File: src/rtl/cpbd_pkg.sv
// types and constants shared by the cassette pulse byte decoder
`timescale 1ns / 1ps

package cpbd_pkg;

  localparam int TICK_W = 24;

  typedef struct packed {
    logic [1:0]        port_bits;
    logic [TICK_W-1:0] elapsed_ticks;
  } write_item_t;

  typedef struct packed {
    logic       byte_valid;
    logic [7:0] byte_value;
    logic       stream_end;
  } result_item_t;

  typedef enum logic {
    CFG_ONE_BIT_WINDOW = 1'b0,
    CFG_OVERRUN_WINDOW = 1'b1
  } cfg_index_t;

  localparam logic [TICK_W-1:0] ONE_BIT_WINDOW_RESET = 24'd480000;
  localparam logic [TICK_W-1:0] OVERRUN_WINDOW_RESET = 24'd1600000;

  localparam logic [1:0]  PULSE_BITS     = 2'b01;
  localparam logic [15:0] SYNC_SILENCE   = 16'hAAAA;
  localparam logic [15:0] SYNC_MARK      = 16'hEEBB;
  localparam logic [7:0]  SYNC_BYTE      = 8'hA5;
  localparam logic [4:0]  BYTE_BITS_DONE = 5'd17;
  localparam logic [4:0]  BYTE_BITS_FULL = 5'd16;
  localparam logic [3:0]  OPEN_COUNT     = 4'd9;

endpackage

File: src/rtl/cpbd_core.sv
// decoder state and the single-pass update for one port write
`timescale 1ns / 1ps

module cpbd_core
  import cpbd_pkg::*;
(
  input  logic              clk,
  input  logic              rst,
  input  logic              step,
  input  write_item_t       item,
  input  logic [TICK_W-1:0] one_bit_window,
  input  logic [TICK_W-1:0] overrun_window,
  output result_item_t      result
);

  typedef enum logic [1:0] {
    HUNT_SILENCE = 2'd0,
    HUNT_SYNC    = 2'd1,
    IN_DATA      = 2'd2
  } phase_t;

  logic [15:0] pulse_shift, pulse_shift_next;
  phase_t      sync_phase, sync_phase_next;
  logic [4:0]  bit_tally, bit_tally_next;
  logic [3:0]  bytes_seen, bytes_seen_next;

  function automatic logic [7:0] gather_even(input logic [15:0] sh);
    logic [7:0] v;
    for (int i = 0; i < 8; i++) begin
      v[i] = sh[2*i];
    end
    return v;
  endfunction

  function automatic logic [3:0] count_up(input logic [3:0] n);
    return (n < OPEN_COUNT) ? 4'(n + 4'd1) : n;
  endfunction

  always_comb begin
    logic [15:0] ps;
    phase_t      ph;
    logic [4:0]  tl;
    logic [3:0]  bs;
    logic [4:0]  gap;
    ps  = pulse_shift;
    ph  = sync_phase;
    tl  = bit_tally;
    bs  = bytes_seen;
    gap = '0;
    result = '0;
    if (item.elapsed_ticks >= overrun_window) begin
      // stream closes; flush a partial byte when open
      if (bytes_seen >= OPEN_COUNT) begin
        result.stream_end = 1'b1;
        if (bit_tally != 5'd0) begin
          gap = (bit_tally < BYTE_BITS_DONE) ? 5'(BYTE_BITS_DONE - bit_tally) : 5'd0;
          result.byte_valid = 1'b1;
          result.byte_value = gather_even(pulse_shift << gap);
        end
      end
      ps = '0;
      ph = HUNT_SILENCE;
      tl = '0;
      bs = '0;
    end else if (item.port_bits == PULSE_BITS) begin
      ps = {ps[14:0], 1'b1};
      unique case (ph)
        HUNT_SILENCE: begin
          if (ps == SYNC_SILENCE) ph = HUNT_SYNC;
        end
        HUNT_SYNC: begin
          if (ps == SYNC_MARK) begin
            ph = IN_DATA;
            result.byte_valid = 1'b1;
            result.byte_value = SYNC_BYTE;
            bs = count_up(bs);
            tl = '0;
            ps = '0;
          end
        end
        IN_DATA: tl = 5'(tl + 5'd1);
        default: ;
      endcase
      // long gap adds a zero bit
      if (item.elapsed_ticks >= one_bit_window) begin
        ps = {ps[14:0], 1'b0};
        unique case (ph)
          HUNT_SILENCE: begin
            if (ps == SYNC_SILENCE) ph = HUNT_SYNC;
          end
          HUNT_SYNC: begin
            if (ps == SYNC_MARK) ph = IN_DATA;
          end
          IN_DATA: tl = 5'(tl + 5'd1);
          default: ;
        endcase
      end
      if (tl > BYTE_BITS_FULL) begin
        result.byte_valid = 1'b1;
        result.byte_value = gather_even(ps);
        tl = 5'(tl - BYTE_BITS_FULL);
        ps = '0;
        bs = count_up(bs);
      end
    end
    pulse_shift_next = ps;
    sync_phase_next  = ph;
    bit_tally_next   = tl;
    bytes_seen_next  = bs;
  end

  always_ff @(posedge clk) begin
    if (rst) begin
      pulse_shift <= '0;
      sync_phase  <= HUNT_SILENCE;
      bit_tally   <= '0;
      bytes_seen  <= '0;
    end else if (step) begin
      pulse_shift <= pulse_shift_next;
      sync_phase  <= sync_phase_next;
      bit_tally   <= bit_tally_next;
      bytes_seen  <= bytes_seen_next;
    end
  end

endmodule

File: src/rtl/cassette_pulse_byte_decoder.sv
// top level of the cassette pulse byte decoder
`timescale 1ns / 1ps

// Decodes cassette port writes into bytes. Every accepted write gives exactly one
// result item, in order. One write can be accepted every clock cycle while results
// are taken; a write is held in the input register, decoded against the stream
// state in a single pass and lands in the result register. While a result waits, the
// input register can still take one write. The user must write the two window registers
// through the cfg port only while the block is idle; the block does not enforce this.

module cassette_pulse_byte_decoder
  import cpbd_pkg::*;
(
  input  logic         clk,
  input  logic         rst,
  input  logic         write_valid,
  output logic         write_ready,
  input  write_item_t  write_item,
  output logic         result_valid,
  input  logic         result_ready,
  output result_item_t result_item,
  input  logic         cfg_valid,
  output logic         cfg_ready,
  input  cfg_index_t   cfg_index,
  input  logic [23:0]  cfg_data
);

  write_item_t       in_q;
  logic              in_full;
  result_item_t      out_q;
  logic              out_full;
  logic [TICK_W-1:0] one_bit_window;
  logic [TICK_W-1:0] overrun_window;
  result_item_t      decoded;
  logic              out_free;
  logic              advance;

  assign out_free    = !out_full || result_ready;
  assign advance     = in_full && out_free;
  assign write_ready = !in_full || out_free;
  assign cfg_ready   = 1'b1;

  assign result_valid = out_full;
  assign result_item  = out_q;

  cpbd_core u_core (
    .clk            (clk),
    .rst            (rst),
    .step           (advance),
    .item           (in_q),
    .one_bit_window (one_bit_window),
    .overrun_window (overrun_window),
    .result         (decoded)
  );

  always_ff @(posedge clk) begin
    if (rst) begin
      in_full  <= 1'b0;
      out_full <= 1'b0;
    end else begin
      if (write_valid && write_ready) begin
        in_full <= 1'b1;
      end else if (advance) begin
        in_full <= 1'b0;
      end
      if (advance) begin
        out_full <= 1'b1;
      end else if (result_ready) begin
        out_full <= 1'b0;
      end
    end
  end

  always_ff @(posedge clk) begin
    if (write_valid && write_ready) begin
      in_q <= write_item;
    end
    if (advance) begin
      out_q <= decoded;
    end
  end

  always_ff @(posedge clk) begin
    if (rst) begin
      one_bit_window <= ONE_BIT_WINDOW_RESET;
      overrun_window <= OVERRUN_WINDOW_RESET;
    end else if (cfg_valid && cfg_ready) begin
      unique case (cfg_index)
        CFG_ONE_BIT_WINDOW: one_bit_window <= cfg_data;
        CFG_OVERRUN_WINDOW: overrun_window <= cfg_data;
        default: ;
      endcase
    end
  end

endmodule
File: config.mk
export PLATFORM = sky130hd
export DESIGN_NAME = cassette_pulse_byte_decoder
export DESIGN_NICKNAME = d
export VERILOG_FILES = /design/src/rtl/cpbd_pkg.sv /design/src/rtl/cpbd_core.sv /design/src/rtl/cassette_pulse_byte_decoder.sv
export SDC_FILE = /design/constraint.sdc
export NUM_CORES = 1
export LEC_CHECK = 0
export BUFFER_PORTS_ARGS = -buffer_cell sky130_fd_sc_hd__buf_2
export CORE_MARGIN = 8
export CORE_UTILIZATION = 50
export DETAILED_ROUTE_END_ITERATION = 16
export HOLD_SLACK_MARGIN = 0.06
export PLACE_DENSITY = 0.69
export SLEW_MARGIN = 5
export SYNTH_ARGS = -nofsm -noshare
export SYNTH_HDL_FRONTEND = slang
export SYNTH_SLANG_ARGS = --single-unit
File: constraint.sdc
create_clock -name clk -period 7.2 [get_ports clk]
set_input_delay 0 -clock clk [delete_from_list [all_inputs] [get_ports clk]]
set_output_delay 0 -clock clk [all_outputs]
set_load 0.01 [all_outputs]
==> impl_results.md <==
- Wire per inst: 16.4 um
- Synth area leader: dfxtp_1
- Skew final: 0.00502 ns
- Area post-placement: 7010 um^2
- Filler Cells Inserted: 1108
- Type of destination of the critical path: flip-flop
- Die area: 17200 um^2
- Final Hold Fails: 0
- Maxcap violations: 0
- Antenna viol nets, final: 0
- Status: completed
- Synth Flop Type: dfxtp_1
- Largest cells by area after synthesis: dfxtp_1 23%, edfxtp_1 16%, ha_1 12%
- Period utilization: 54.4%
- Startpoint types: flip-flop
- Achievable frequency: 255 MHz
- # setup viols final: 0
- Gr ovfl total: 0
- Crit path DAT: 4.03 ns
- Layout cells sized above 1: 14.2%
- Hold depth: 5
- Met1 Use GR: 24.9%
- Starting DRT DRC Count: 333
- Layout area overhead: 18.6%
- Most frequent cells in the layout: 119 x nand2_1, 76 x dfxtp_1, 68 x a21oi_1
- Max_slew headroom: 29.1%
- Synth Warn #: 0
- EDFF count, synth: 36
- Total Wirelength: 16.5 mm
- Port-buffer cells: 67
- Number of I/O pins: 69
- Worst-Skew Late Latency: 0.36 ns
- CP Class: flip-flop to flip-flop
- Starting density of the core: 50.6%
- Cell Chain, Critical Path: inv_1 -> ha_1 -> nand3_1 -> o32a_1 -> a2111o_2 -> xnor2_1 -> nor4b_2 -> mux2i_1 -> nand3_1 -> and3_1 -> a311o_2
- Core area: 13100 um^2
- Lkg Pwr: 0.00326 uW
- Clock Tree Buf Depth: 2
- R2R cell count: 11
- CP max FO: 13
- Nets: 942
- FF-to-FF End: result_item[8]
- Max H-tree Level: 3
- Total power: 1380 uW
- TritonCTS Buffers: 9
- Most frequent cell on the critical path: nand3_1
- Post_cts resized: 0
- Register area: 2600 um^2
- GRT Max-Usage Layer: met2
- CTS clk-pin slew, worst paths: 0.08 ns
- Syn_nets: 842
- Antenna diode count: 0
- Unrepaired setup endpoints after global routing: no
- Via count: 5642
- Seq/Total Area, Yosys: 39.3%
- Synthesized area per cell: 9.13 um^2
- Setup Buffers After CTS: 0
- Initial antenna violation count: 0
- DR vias/cell: 5.61
- # hold bufs at CTS: 53
- Die W: 131 um
- DRC: 0
- Largest net degree at the start of global routing: 72
- Grt met2 use: 33.7%
- Row cnt: 42
- Slowest cell delay on critical path: 0.50 ns
- Post-synthesis instance area: 6620 um^2
- Async set or reset register ratio after synthesis: 0%
- Max-slew violation count: 0
- Slowest cell on crit path: ha_1
- First-pass GRT wire length: 27.1 mm
- WP data required: 7.31 ns
- GP Congestion: 0.852
- Post-detail-place hpwl: 11.6 mm
- Root buf cell: clkbuf_16
- Leading cell type in the layout, fill and taps excluded: nand2_1
- Die height: 131 um
- Worst path top cell family by delay: compound AO/OA/AOI/OAI gates
- Hold_sp: cfg_index
- Reg2Reg Launch Point: u_core.sync_phase[0]
- Multi-input gate area: 3570 um^2
- Hold crit path type: input port to flip-flop
- Min-Delay Endpoint: one_bit_window[13]
- GR Util All Layers: 20.1%
- Post-route cell area: 7850 um^2
- P per Cell Area: 176 nW/um^2
- Min cycle time layout: 3.92 ns
- CTS tree: built
- Grt met3 use: 3.81%
- Post-synth top area share: 23.0%
- Sum of negative setup slack: 0 ns
- Flop-to-flop setup slack: 3.28 ns
- Sum of buffers and inverters on the critical path: 1
- Slew @ Worst Pin: 1.06 ns
- Worst VDD drop: 0.153 mV
- Number of global-route vias before repair: 5558
- Synth cell types: 76
- Clock Sink Count: 112
- DRT Pass-1 Iters: 4
- Syn Inst Count: 725
- Synthesized flop and latch total: 112
-- where the power goes --
part | internal (uW) | switching (uW)
clock network | 271 | 244
registers | 678 | 12.9
logic | 77.6 | 96.2
-- per-stage QoR --
step,setup WS [ns],cells,utilization (%),hold WS (ns)
global placement,3.40,937,53.5,0.176
global route,3.08,1006,60.0,0.254
CTS,3.34,1006,60.0,0.221
floorplan,4.02,725,-,0.0989
detailed placement,3.36,937,53.5,0.178
finish,3.28,1006,60.0,0.240
-- how the worst max path moves through the flow --
| stage | start | to | slack [ns] | cells past startpoint |
|---|---|---|---|---|
| 3_3_place_gp | u_core.sync_phase[0] | result_item[8] | 3.40 | 11 |
| 6_report | u_core.sync_phase[0] | result_item[8] | 3.28 | 11 |
| 4_1_cts | u_core.sync_phase[0] | result_item[8] | 3.34 | 11 |
| 3_5_place_dp | u_core.sync_phase[0] | result_item[8] | 3.36 | 11 |
| 5_1_grt | u_core.sync_phase[0] | result_item[8] | 3.08 | 11 |
| 2_1_floorplan | u_core.bit_tally[0] | result_item[1] | 4.02 | 13 |
-- layout make-up --
cell class	count	share of cell area, %
multi-input combinational	513	45.5
timing repair buffer	125	11.5
sequential	112	33.2
clock inverter	5	0.606
tap	176	2.81
inverter	64	3.06
clock buffer	11	3.36
-- registers in the layout, summed over array words and instances (netlist names) --
signal and cells:
u_core.bit_tally 5, u_core.bytes_seen 4, in_full 1, result_valid 1, result_item 10, overrun_window 24, in_q 26, u_core.pulse_shift 15
one_bit_window 24, u_core.sync_phase 2
-- kinds of logic (layout without fill, tap and decap cells) --
| family | count (synthesis) | count (layout) | share of synthesized area, % |
|---|---|---|---|
| AOI/OAI and AO/OA | 178 | 178 | 18.4 |
| xor gates and xnor gates | 9 | 9 | 1.19 |
| adders and majority gates | 61 | 61 | 11.5 |
| buffers and inverters | 100 | 205 | 6.83 |
| DFF | 112 | 112 | 39.3 |
| muxes | 22 | 22 | 4.65 |
| other | 1 | 1 | 0.0567 |
| and+or+nand+nor | 242 | 242 | 18.0 |
-- cells in the mapped netlist (all sizes together) (5+ instances only) --
cell type,count
xnor2,7
a211o,11
and2,6
o21ai,27
o211ai,6
nand2b,7
inv,64
a22oi,7
nor2b,6
mux4,6
nand4,11
o2bb2ai,6
nand2,119
edfxtp,36
nand3b,6
clkbuf,27
nor2,50
ha,61
a21oi,68
mux2i,9
buf,8
a22o,5
nand3,11
mux2,7
a21o,10
dfxtp,76
a32oi,7
-- layer usage --
metal,routed length [um],vias up
met3,978,20
li1,-,2772
met1,7240,2681
met5,0,-
met4,285,0
met2,8040,169
-- worst register-to-register path: stages (launching register included) --
cell	delay (ns)
dfxtp_1	0.38
inv_1	0.09
ha_1	0.50
nand3_1	0.15
o32a_1	0.34
a2111o_2	0.49
xnor2_1	0.19
nor4b_2	0.07
mux2i_1	0.22
nand3_1	0.45
and3_1	0.42
a311o_2	0.36
Power figures use the tool's default switching activity.
